### config.mk
export PLATFORM = sky130hd
export DESIGN_NAME = n_queens_backtrack_solver_top
export DESIGN_NICKNAME = d
export VERILOG_FILES = /design/src/rtl/core/nqbs_pkg.sv /design/src/rtl/core/nqbs_ram.sv /design/src/rtl/core/nqbs_datapath.sv /design/src/rtl/core/nqbs_ctrl.sv /design/src/rtl/core/n_queens_backtrack_solver_top.sv
export VERILOG_INCLUDE_DIRS = /design/src /design/src/rtl/core
export SDC_FILE = /design/constraint.sdc
export NUM_CORES = 1
export LEC_CHECK = 0
export ABC_AREA = 1
export BUFFER_PORTS_ARGS = -buffer_cell sky130_fd_sc_hd__buf_4
export CORE_ASPECT_RATIO = 1.4
export CORE_MARGIN = 2
export CORE_UTILIZATION = 40
export CTS_CLUSTER_DIAMETER = 40
export DETAILED_ROUTE_END_ITERATION = 16
export PLACE_DENSITY_LB_ADDON = 0.08
export SLEW_MARGIN = 0
export SYNTH_ARGS = -nofsm -noshare
export SYNTH_HDL_FRONTEND = slang
export SYNTH_SLANG_ARGS = --single-unit
### constraint.sdc
create_clock -name clk -period 3.9 [get_ports clk]
set_clock_uncertainty 0.15 [all_clocks]
set_input_delay 0.39 -clock clk [delete_from_list [all_inputs] [get_ports clk]]
set_output_delay 0.39 -clock clk [all_outputs]
set_load 0.05 [all_outputs]
### src/rtl/core/n_queens_backtrack_solver_top_macros.svh
// Assertion macros used by the n-queens solver datapath.
// Define ASSERT_OFF to compile the checks out.
`ifndef N_QUEENS_BACKTRACK_SOLVER_TOP_MACROS_SVH
`define N_QUEENS_BACKTRACK_SOLVER_TOP_MACROS_SVH

`ifndef ASSERT_OFF

// Implication check, sampled on the rising clock, off during reset
`define NQ_ASSERT_IMPL(lbl, clk, rst_n, ante, cons, msg) \
    lbl: assert property (@(posedge clk) disable iff (!rst_n) (ante) |-> (cons)) \
        else $error(msg);

// Invariant check, sampled on the rising clock, off during reset
`define NQ_ASSERT_ALWAYS(lbl, clk, rst_n, cond, msg) \
    lbl: assert property (@(posedge clk) disable iff (!rst_n) (cond)) \
        else $error(msg);

`else

`define NQ_ASSERT_IMPL(lbl, clk, rst_n, ante, cons, msg)
`define NQ_ASSERT_ALWAYS(lbl, clk, rst_n, cond, msg)

`endif

`endif

### src/rtl/core/nqbs_pkg.sv
// Shared types and constants for the n-queens backtracking solver.
// No dependencies; imported by the controller, the datapath and the top.
`timescale 1ns / 1ps

package nqbs_pkg;

    // Fixed field widths of the stream payload
    localparam int IN_W      = 5;
    localparam int COL_W     = 4;
    localparam int ROW_W     = 4;
    // Largest board the output fields can report
    localparam int BOARD_CAP = 16;

    // Commands from controller to datapath
    typedef struct packed {
        logic load;       // capture board size, clear masks and counters
        logic place;      // store queen, set masks, next column
        logic advance;    // try next row
        logic dec_col;    // step back one column, read its stored row
        logic pop;        // remove stored queen, resume at row + 1
        logic out_start;  // rewind column counter for readout
        logic emit_row;   // load one found result into output register
        logic next_col;   // readout: next column
        logic emit_none;  // load not-found result into output register
    } cmd_t;

    // Status from datapath to controller
    typedef struct packed {
        logic n_zero;     // board size is zero
        logic col_done;   // all columns filled
        logic row_done;   // rows of this column exhausted
        logic col_zero;   // at first column
        logic safe;       // trial cell is not attacked
        logic last_col;   // column is the last one of the board
        logic out_free;   // output register can take a result
    } status_t;

endpackage

### src/rtl/core/nqbs_ram.sv
// Generic single-write, single-read RAM with registered read data.
// No dependencies.
`timescale 1ns / 1ps

module nqbs_ram #(
    parameter int WIDTH = 4,
    parameter int DEPTH = 16
) (
    input  logic                     clk,
    input  logic                     wr_en,
    input  logic [$clog2(DEPTH)-1:0] wr_addr,
    input  logic [WIDTH-1:0]         wr_data,
    input  logic [$clog2(DEPTH)-1:0] rd_addr,
    output logic [WIDTH-1:0]         rd_data
);

    logic [WIDTH-1:0] mem_reg [DEPTH];
    logic [WIDTH-1:0] rd_data_reg;

    // Write port and registered read port
    always_ff @(posedge clk)
    begin
        if (wr_en)
        begin
            mem_reg[wr_addr] <= wr_data;
        end
        rd_data_reg <= mem_reg[rd_addr];
    end

    assign rd_data = rd_data_reg;

endmodule

### src/rtl/core/nqbs_datapath.sv
// Datapath of the n-queens solver: counters, occupancy masks, row store,
// safety check and output register. Depends on nqbs_pkg, nqbs_ram, macros.
`timescale 1ns / 1ps
`include "n_queens_backtrack_solver_top_macros.svh"

module nqbs_datapath #(
    parameter int MAX_BOARD = 16
) (
    input  logic                          clk,
    input  logic                          rst_n,
    input  nqbs_pkg::cmd_t                cmd,
    output nqbs_pkg::status_t             st,
    input  logic [nqbs_pkg::IN_W-1:0]     board_size,
    output logic [nqbs_pkg::COL_W-1:0]    out_col,
    output logic [nqbs_pkg::ROW_W-1:0]    out_row,
    output logic                          out_found,
    output logic                          out_last,
    output logic                          out_valid,
    input  logic                          out_ready
);

    import nqbs_pkg::*;

    localparam int LIMIT = (MAX_BOARD < BOARD_CAP) ? MAX_BOARD : BOARD_CAP;
    localparam int CW    = $clog2(LIMIT + 1);      // counts 0..LIMIT
    localparam int RW    = $clog2(LIMIT);          // row / column index
    localparam int DMW   = 2 * LIMIT - 1;          // diagonals
    localparam int SW    = $clog2(2 * LIMIT + 1);  // diagonal index sums
    localparam logic [LIMIT-1:0] ROW_ONE  = 1;
    localparam logic [DMW-1:0]   DIAG_ONE = 1;

    logic [CW-1:0]    n_reg, col_reg, row_reg;
    logic [LIMIT-1:0] row_mask_reg;
    logic [DMW-1:0]   rise_mask_reg, fall_mask_reg;
    logic [COL_W-1:0] out_col_reg;
    logic [ROW_W-1:0] out_row_reg;
    logic             out_found_reg, out_last_reg, out_valid_reg;

    logic [IN_W-1:0]  n_sat;
    logic [CW-1:0]    col_m1;
    logic [RW-1:0]    rd_addr, rd_data;
    logic [SW-1:0]    rise_idx, fall_idx, tg_rise_idx, tg_fall_idx;
    logic [LIMIT-1:0] row_sh;
    logic [DMW-1:0]   rise_sh, fall_sh;
    logic [CW-1:0]    tg_row;
    logic [LIMIT-1:0] row_mask_next;
    logic [DMW-1:0]   rise_mask_next, fall_mask_next;

    // Saturate board size to the supported limit
    assign n_sat  = (board_size > IN_W'(LIMIT)) ? IN_W'(LIMIT) : board_size;
    assign col_m1 = col_reg - CW'(1);

    // Row store: one entry per column
    assign rd_addr = cmd.dec_col ? col_m1[RW-1:0] : col_reg[RW-1:0];

    nqbs_ram #(
        .WIDTH (RW),
        .DEPTH (LIMIT)
    ) u_row_store (
        .clk     (clk),
        .wr_en   (cmd.place),
        .wr_addr (col_reg[RW-1:0]),
        .wr_data (row_reg[RW-1:0]),
        .rd_addr (rd_addr),
        .rd_data (rd_data)
    );

    // Attack check for the trial cell
    assign rise_idx = SW'(row_reg) + SW'(col_reg);
    assign fall_idx = SW'(row_reg) + SW'(LIMIT - 1) - SW'(col_reg);
    assign row_sh   = row_mask_reg >> row_reg;
    assign rise_sh  = rise_mask_reg >> rise_idx;
    assign fall_sh  = fall_mask_reg >> fall_idx;

    // Queen toggle: trial row on place, stored row on pop
    assign tg_row      = cmd.pop ? CW'(rd_data) : row_reg;
    assign tg_rise_idx = SW'(tg_row) + SW'(col_reg);
    assign tg_fall_idx = SW'(tg_row) + SW'(LIMIT - 1) - SW'(col_reg);

    always_comb
    begin
        row_mask_next  = row_mask_reg;
        rise_mask_next = rise_mask_reg;
        fall_mask_next = fall_mask_reg;
        if (cmd.load)
        begin
            row_mask_next  = '0;
            rise_mask_next = '0;
            fall_mask_next = '0;
        end
        else if (cmd.place || cmd.pop)
        begin
            row_mask_next  = row_mask_reg ^ (ROW_ONE << tg_row);
            rise_mask_next = rise_mask_reg ^ (DIAG_ONE << tg_rise_idx);
            fall_mask_next = fall_mask_reg ^ (DIAG_ONE << tg_fall_idx);
        end
    end

    // Search state registers
    always_ff @(posedge clk or negedge rst_n)
    begin
        if (!rst_n)
        begin
            n_reg         <= '0;
            col_reg       <= '0;
            row_reg       <= '0;
            row_mask_reg  <= '0;
            rise_mask_reg <= '0;
            fall_mask_reg <= '0;
        end
        else
        begin
            row_mask_reg  <= row_mask_next;
            rise_mask_reg <= rise_mask_next;
            fall_mask_reg <= fall_mask_next;
            if (cmd.load)
            begin
                n_reg   <= CW'(n_sat);
                col_reg <= '0;
                row_reg <= '0;
            end
            else if (cmd.place)
            begin
                col_reg <= col_reg + CW'(1);
                row_reg <= '0;
            end
            else if (cmd.advance)
            begin
                row_reg <= row_reg + CW'(1);
            end
            else if (cmd.dec_col)
            begin
                col_reg <= col_m1;
            end
            else if (cmd.pop)
            begin
                row_reg <= CW'(rd_data) + CW'(1);
            end
            else if (cmd.out_start)
            begin
                col_reg <= '0;
            end
            else if (cmd.next_col)
            begin
                col_reg <= col_reg + CW'(1);
            end
        end
    end

    // Status toward the controller
    assign st.n_zero   = (n_reg == '0);
    assign st.col_done = (col_reg >= n_reg);
    assign st.row_done = (row_reg >= n_reg);
    assign st.col_zero = (col_reg == '0);
    assign st.safe     = !(row_sh[0] || rise_sh[0] || fall_sh[0]);
    assign st.last_col = (({1'b0, col_reg} + (CW + 1)'(1)) == {1'b0, n_reg});
    assign st.out_free = !out_valid_reg || out_ready;

    // Output register: valid is control, payload loads on emit
    always_ff @(posedge clk or negedge rst_n)
    begin
        if (!rst_n)
        begin
            out_valid_reg <= 1'b0;
        end
        else if (cmd.emit_row || cmd.emit_none)
        begin
            out_valid_reg <= 1'b1;
        end
        else if (out_ready)
        begin
            out_valid_reg <= 1'b0;
        end
    end

    always_ff @(posedge clk)
    begin
        if (cmd.emit_row)
        begin
            out_col_reg   <= COL_W'(col_reg);
            out_row_reg   <= ROW_W'(rd_data);
            out_found_reg <= 1'b1;
            out_last_reg  <= st.last_col;
        end
        else if (cmd.emit_none)
        begin
            out_col_reg   <= '0;
            out_row_reg   <= '0;
            out_found_reg <= 1'b0;
            out_last_reg  <= 1'b1;
        end
    end

    assign out_col   = out_col_reg;
    assign out_row   = out_row_reg;
    assign out_found = out_found_reg;
    assign out_last  = out_last_reg;
    assign out_valid = out_valid_reg;

    // Checks
    `NQ_ASSERT_IMPL(a_emit_no_overwrite, clk, rst_n, cmd.emit_row || cmd.emit_none, !out_valid_reg || out_ready, "result loaded over a pending one")
    `NQ_ASSERT_IMPL(a_notfound_is_last, clk, rst_n, out_valid_reg && !out_found_reg, out_last_reg, "not-found result not marked last")
    `NQ_ASSERT_ALWAYS(a_col_in_board, clk, rst_n, col_reg <= n_reg, "column counter beyond board size")

endmodule

### src/rtl/core/nqbs_ctrl.sv
// Controller of the n-queens solver: search and readout sequencer.
// Depends on nqbs_pkg.
`timescale 1ns / 1ps

module nqbs_ctrl (
    input  logic              clk,
    input  logic              rst_n,
    input  logic              req_valid,
    output logic              req_ready,
    input  nqbs_pkg::status_t st,
    output nqbs_pkg::cmd_t    cmd
);

    import nqbs_pkg::*;

    typedef enum logic [2:0] {
        S_IDLE,
        S_START,
        S_CHECK,
        S_POP,
        S_OUT_READ,
        S_OUT_EMIT,
        S_NONE
    } state_t;

    state_t state_reg, state_next;

    // Next state and commands
    always_comb
    begin
        state_next = state_reg;
        cmd        = '0;
        unique case (state_reg)
            S_IDLE:
            begin
                if (req_valid)
                begin
                    cmd.load   = 1'b1;
                    state_next = S_START;
                end
            end
            S_START:
            begin
                state_next = st.n_zero ? S_NONE : S_CHECK;
            end
            S_CHECK:
            begin
                priority if (st.col_done)
                begin
                    cmd.out_start = 1'b1;
                    state_next    = S_OUT_READ;
                end
                else if (st.row_done)
                begin
                    if (st.col_zero)
                    begin
                        state_next = S_NONE;
                    end
                    else
                    begin
                        cmd.dec_col = 1'b1;
                        state_next  = S_POP;
                    end
                end
                else if (st.safe)
                begin
                    cmd.place = 1'b1;
                end
                else
                begin
                    cmd.advance = 1'b1;
                end
            end
            S_POP:
            begin
                cmd.pop    = 1'b1;
                state_next = S_CHECK;
            end
            S_OUT_READ:
            begin
                state_next = S_OUT_EMIT;
            end
            S_OUT_EMIT:
            begin
                if (st.out_free)
                begin
                    cmd.emit_row = 1'b1;
                    cmd.next_col = 1'b1;
                    state_next   = st.last_col ? S_IDLE : S_OUT_READ;
                end
            end
            S_NONE:
            begin
                if (st.out_free)
                begin
                    cmd.emit_none = 1'b1;
                    state_next    = S_IDLE;
                end
            end
            default:
            begin
                state_next = S_IDLE;
            end
        endcase
    end

    // State register
    always_ff @(posedge clk or negedge rst_n)
    begin
        if (!rst_n)
        begin
            state_reg <= S_IDLE;
        end
        else
        begin
            state_reg <= state_next;
        end
    end

    assign req_ready = (state_reg == S_IDLE);

endmodule

### src/rtl/core/n_queens_backtrack_solver_top.sv
// Every request on s_* carries a board size n (values above the supported limit of
// min(MAX_BOARD, 16) saturate to it) and returns the first placement of n non-attacking
// queens found by depth-first search, one transaction per column with tlast on the final
// column; n = 0, 2 or 3 returns a single transaction with tuser = 0 (not found). The
// search tries one cell per cycle in the controller's check state; each backtrack passes
// through the pop state for the row-store read, and each result is read out through the
// read and emit states. One request is worked at a time.
// Depends on nqbs_pkg, nqbs_ctrl, nqbs_datapath.
`timescale 1ns / 1ps

module n_queens_backtrack_solver_top #(
    parameter int MAX_BOARD = 16
) (
    input  logic       clk,
    input  logic       rst_n,
    input  logic       s_tvalid,
    output logic       s_tready,
    input  logic [7:0] s_tdata,   // [4:0] board_size, [7:5] zero
    output logic       m_tvalid,
    input  logic       m_tready,
    output logic [7:0] m_tdata,   // [3:0] column_index, [7:4] queen_row
    output logic       m_tuser,   // [0] found
    output logic       m_tlast    // last_of_run
);

    import nqbs_pkg::*;

    cmd_t             cmd;
    status_t          st;
    logic [COL_W-1:0] out_col;
    logic [ROW_W-1:0] out_row;

    // Search and readout sequencer
    nqbs_ctrl u_ctrl (
        .clk       (clk),
        .rst_n     (rst_n),
        .req_valid (s_tvalid),
        .req_ready (s_tready),
        .st        (st),
        .cmd       (cmd)
    );

    // Masks, counters, row store and output register
    nqbs_datapath #(
        .MAX_BOARD (MAX_BOARD)
    ) u_datapath (
        .clk        (clk),
        .rst_n      (rst_n),
        .cmd        (cmd),
        .st         (st),
        .board_size (s_tdata[IN_W-1:0]),
        .out_col    (out_col),
        .out_row    (out_row),
        .out_found  (m_tuser),
        .out_last   (m_tlast),
        .out_valid  (m_tvalid),
        .out_ready  (m_tready)
    );

    assign m_tdata = {out_row, out_col};

endmodule
==> flow_results.xml <==
<?xml version="1.0" encoding="UTF-8"?>
<metrics>
  <group name="outcome">
    <metric name="run_status" unit="">finished, final reports clean</metric>
  </group>
  <group name="logic_synthesis">
    <metric name="post_synth.cell_area_avg" unit="um^2">7.894</metric>
    <metric name="synthCells" unit="">1433</metric>
    <metric name="post-synth-top-area-cell" unit="">sky130_fd_sc_hd__dfrtp_1</metric>
    <metric name="synth.top_cell.area_share" unit="%">21.46</metric>
    <metric name="ys_seq_elements" unit="">175</metric>
    <metric name="cell_area_after_synthesis" unit="um^2">11310</metric>
    <metric name="yosys-top-cells-area" unit="">sky130_fd_sc_hd__dfrtp_1 (21%), sky130_fd_sc_hd__edfxtp_1 (19%), sky130_fd_sc_hd__nand2_1 (11%)</metric>
    <metric name="synth_seq_area_share" unit="%">41.72</metric>
    <metric name="synth.distinct_cells" unit="">47</metric>
    <metric name="yosys_warn_count" unit="">0</metric>
    <metric name="synthesis.nets" unit="">1497</metric>
  </group>
  <group name="worst_setup_path">
    <metric name="worstPathArrival" unit="ns">3.58</metric>
    <metric name="critPathLaunchType" unit="">register</metric>
    <metric name="crit_path_max_fanout" unit="">5</metric>
    <metric name="crit_path_cell_trace" unit="">ha_1 &gt; ha_1 &gt; inv_1 &gt; fa_1 &gt; inv_1 &gt; nand3_1 &gt; nand3_1 &gt; nand3b_1 &gt; nand3_2 &gt; nand4_4 &gt; inv_1 &gt; nand2_1 &gt; nor2_1</metric>
    <metric name="timing.critical_path.slowest_cell_delay" unit="ns">0.49</metric>
    <metric name="timing.critical_path.slowest_stage_cell" unit="">sky130_fd_sc_hd__dfrtp_1</metric>
    <metric name="path_class" unit="">reg -&gt; reg</metric>
    <metric name="critical_path.most_common_cell" unit="">sky130_fd_sc_hd__inv_1</metric>
    <metric name="worstPathRequired" unit="ns">3.86</metric>
    <metric name="ff2ff_path_depth" unit="">13</metric>
    <metric name="critical_path.endpoint_type" unit="">register</metric>
  </group>
  <group name="drt">
    <metric name="drt_pass_1_iters" unit="">5</metric>
    <metric name="post-route-drc-count" unit="">0</metric>
    <metric name="detailroute.via_count" unit="">9184</metric>
    <metric name="average_via_count_per_standard_cell" unit="">4.943</metric>
    <metric name="drtAntennaViolNets" unit="">0</metric>
    <metric name="wirelength" unit="mm">29.49</metric>
    <metric name="drtIter0Drc" unit="">408</metric>
    <metric name="avgRoutedWirePerCell" unit="um">15.87</metric>
  </group>
  <group name="job">
    <metric name="maxCapViolations" unit="">0</metric>
  </group>
  <group name="grt">
    <metric name="first_global_vias" unit="">8962</metric>
    <metric name="grt_pass1_wl" unit="mm">47.71</metric>
    <metric name="grt_antenna_before_repair" unit="">0</metric>
    <metric name="groute.usage.overall" unit="%">20.53</metric>
    <metric name="grt_remaining_overflow" unit="">0</metric>
    <metric name="maximum_number_of_pins_on_one_net_before_global_route_repair" unit="">98</metric>
  </group>
  <group name="clocking">
    <metric name="tritoncts_clock_tree" unit="">yes</metric>
    <metric name="cts.root.buffer_cell" unit="">sky130_fd_sc_hd__clkbuf_16</metric>
    <metric name="clock_tree.htree_level_count" unit="">4</metric>
    <metric name="post_cts.repair.setup_buffers" unit="">0</metric>
    <metric name="tritoncts.num_buffers" unit="">17</metric>
    <metric name="cts.clk_slew.worst_paths" unit="ns">0.08</metric>
    <metric name="clock_insertion_delay_worst_skew" unit="ns">0.45</metric>
    <metric name="numClockSinks" unit="">175</metric>
    <metric name="clockBufferDepth" unit="">2</metric>
  </group>
  <group name="place">
    <metric name="detailed_place.area" unit="um^2">12090</metric>
    <metric name="gpl.final_weighted_congestion" unit="">0.8868</metric>
    <metric name="detailedPlacementHpwl" unit="mm">20.99</metric>
    <metric name="placement.io_buffers" unit="">20</metric>
  </group>
  <group name="timing">
    <metric name="drv_slew" unit="">0</metric>
    <metric name="setup-tns-final" unit="ns">0</metric>
    <metric name="max_freq" unit="MHz">276.5</metric>
    <metric name="maxSlewHeadroom" unit="%">50.65</metric>
    <metric name="finalSetupViolations" unit="">0</metric>
    <metric name="final_period_minus_worst_setup_slack" unit="ns">3.617</metric>
    <metric name="final-hold-violation-count" unit="">0</metric>
    <metric name="grt_setup_unrepaired" unit="">no</metric>
    <metric name="tightest_slew" unit="ns">0.7376</metric>
    <metric name="post-route-period-util" unit="%">92.75</metric>
  </group>
  <group name="final_layout">
    <metric name="layout_cells_sized_above_1" unit="%">11.96</metric>
    <metric name="insertedDiodeCount" unit="">0</metric>
    <metric name="flip_flop_count_of_the_largest_register_after_layout" unit="">64</metric>
    <metric name="layout.core_utilization" unit="%">45.92</metric>
    <metric name="layout.nets" unit="">1539</metric>
    <metric name="layout_area_growth_over_synthesis" unit="%">12.63</metric>
    <metric name="fin_area" unit="um^2">12740</metric>
  </group>
  <group name="floorplan">
    <metric name="io-pin-count" unit="">24</metric>
    <metric name="fp.dieArea" unit="um^2">29660</metric>
    <metric name="chipHeight" unit="um">203.0</metric>
    <metric name="initial_core_util" unit="%">40.77</metric>
    <metric name="chipWidth" unit="um">146.1</metric>
    <metric name="coreArea" unit="um^2">27750</metric>
    <metric name="placement_rows" unit="">72</metric>
  </group>
  <group name="hold_path">
    <metric name="min_delay_path_depth" unit="">3</metric>
    <metric name="hp-class" unit="">in -&gt; reg</metric>
  </group>
</metrics>
## timing repair
action / in CTS / in global routing
hold buffers: 1 / 0
gates resized for setup: 1 / 9
hold endpoints to repair: 97 / 0
setup endpoints to repair: 2 / 33
## through the flow
stage | std cells | worst slack (ns) | hold WS, ns
3_5_place_dp | 1825 | -0.006620 | 0.3062
5_1_grt | 1858 | 0.01538 | 0.04809
4_1_cts | 1858 | 0.04875 | 0.02016
6_report | 1858 | 0.2827 | 0.04008
3_3_place_gp | 1825 | 0.03256 | 0.3010
2_1_floorplan | 1433 | 0.3345 | -0.05559
## Yosys cell counts (all sizes together)
master,n
a21oi,50
o21a,1
nor2,140
clkinv,3
o21ai,83
clkbuf,16
nand3b,1
o31ai,1
buf,41
nand3,193
dfxtp,5
ha,48
o2111ai,1
o211ai,10
fa,4
inv,190
nor4,20
edfxtp,73
o22ai,7
nor3,20
xnor2,4
nand2,332
nand4,17
o41ai,1
or2,1
dfrtp,97
xor2,72
a21o,2
## per-layer routing
metal  global-route usage [%]  wire length [um]  vias to the layer above
met2                    38.39             15550                      117
met4                    7.212               733                        0
li1                         -                 -                     4761
met1                    23.91             12460                     4268
met3                    2.809               745                       38
met5                        0                 0                        -
## kinds of logic (layout without fill, tap and decap cells)
logic type               count (synthesis)  count (layout)  synth area share, %
flip-flops                             175             175                41.72
buffers and inverters                  250             305                9.479
AO/OA/AOI/OAI                          156             156                7.953
XOR/XNOR                                76              76                6.183
AND/OR/NAND/NOR                        724             724                28.65
adder cells (fa/ha/maj)                 52              52                6.017
## cells in the final DEF, fill, tap and decap left out, types with 3 or more instances in the layout
| cell type | netlist | layout |
|---|---|---|
| sky130_fd_sc_hd__buf_4 | 7 | 74 |
| sky130_fd_sc_hd__nor2_1 | 137 | 136 |
| sky130_fd_sc_hd__buf_12 | 0 | 5 |
| sky130_fd_sc_hd__nor4_1 | 20 | 16 |
| sky130_fd_sc_hd__inv_1 | 180 | 178 |
| sky130_fd_sc_hd__o21ai_2 | 15 | 15 |
| sky130_fd_sc_hd__nand3_1 | 180 | 180 |
| sky130_fd_sc_hd__dfxtp_1 | 5 | 5 |
| sky130_fd_sc_hd__xor2_1 | 69 | 69 |
| sky130_fd_sc_hd__nand3_2 | 13 | 13 |
| sky130_fd_sc_hd__nor4_2 | 0 | 4 |
| sky130_fd_sc_hd__o211ai_1 | 10 | 10 |
| sky130_fd_sc_hd__inv_6 | 0 | 3 |
| sky130_fd_sc_hd__nor3_1 | 19 | 19 |
| sky130_fd_sc_hd__clkbuf_16 | 0 | 17 |
| sky130_fd_sc_hd__nand2_1 | 325 | 325 |
| sky130_fd_sc_hd__o21ai_1 | 35 | 35 |
| sky130_fd_sc_hd__inv_8 | 0 | 5 |
| sky130_fd_sc_hd__nand4_1 | 15 | 15 |
| sky130_fd_sc_hd__a21oi_1 | 47 | 47 |
| sky130_fd_sc_hd__o22ai_1 | 7 | 7 |
| sky130_fd_sc_hd__a21oi_2 | 3 | 3 |
| sky130_fd_sc_hd__edfxtp_1 | 73 | 73 |
| sky130_fd_sc_hd__clkinv_1 | 3 | 3 |
| sky130_fd_sc_hd__o21ai_0 | 33 | 33 |
| sky130_fd_sc_hd__nand2_2 | 6 | 6 |
| sky130_fd_sc_hd__ha_1 | 48 | 48 |
| sky130_fd_sc_hd__inv_2 | 9 | 11 |
| sky130_fd_sc_hd__fa_1 | 4 | 3 |
| sky130_fd_sc_hd__dfrtp_1 | 97 | 97 |
| sky130_fd_sc_hd__xnor2_1 | 4 | 3 |
## area by class of cell
| class | count | area [um^2] |
|---|---|---|
| Tap cell | 370 | 462.9 |
| Clock inverter | 14 | 166.4 |
| Sequential cell | 175 | 4720 |
| Fill cell | 2876 | 15010 |
| Inverter | 193 | 726.9 |
| Clock buffer | 18 | 429.2 |
| Timing Repair Buffer | 80 | 665.6 |
| Multi-Input combinational cell | 1008 | 5570 |
## final timing paths
check	end	slack [ns]	from
worst min-delay path	u_datapath.n_reg[3]	0.04	s_tdata[3]
worst max-delay path	u_datapath.u_row_store.mem_reg[12][3]	0.28	u_datapath.row_reg[1]
min in group asynchronous	u_datapath.fall_mask_reg[25]	0.39	rst_n
worst max register to register	u_datapath.u_row_store.mem_reg[12][3]	0.28	u_datapath.row_reg[1]
worst min register to register	u_datapath.out_found	0.32	u_datapath.out_found
max in group asynchronous	u_datapath.row_mask_reg[15]	2.76	rst_n
## worst max-delay path, delay by kind of cell (launching register included)
kind / cells / cell delay (ns)
buf+inv: 3 / 0.39
fa+ha+maj: 3 / 1.00
simple gates: 7 / 1.24
flops: 1 / 0.49
Power is not shown: default switching activity piles up to over one toggle a cycle in this logic, so the estimate is an artifact.
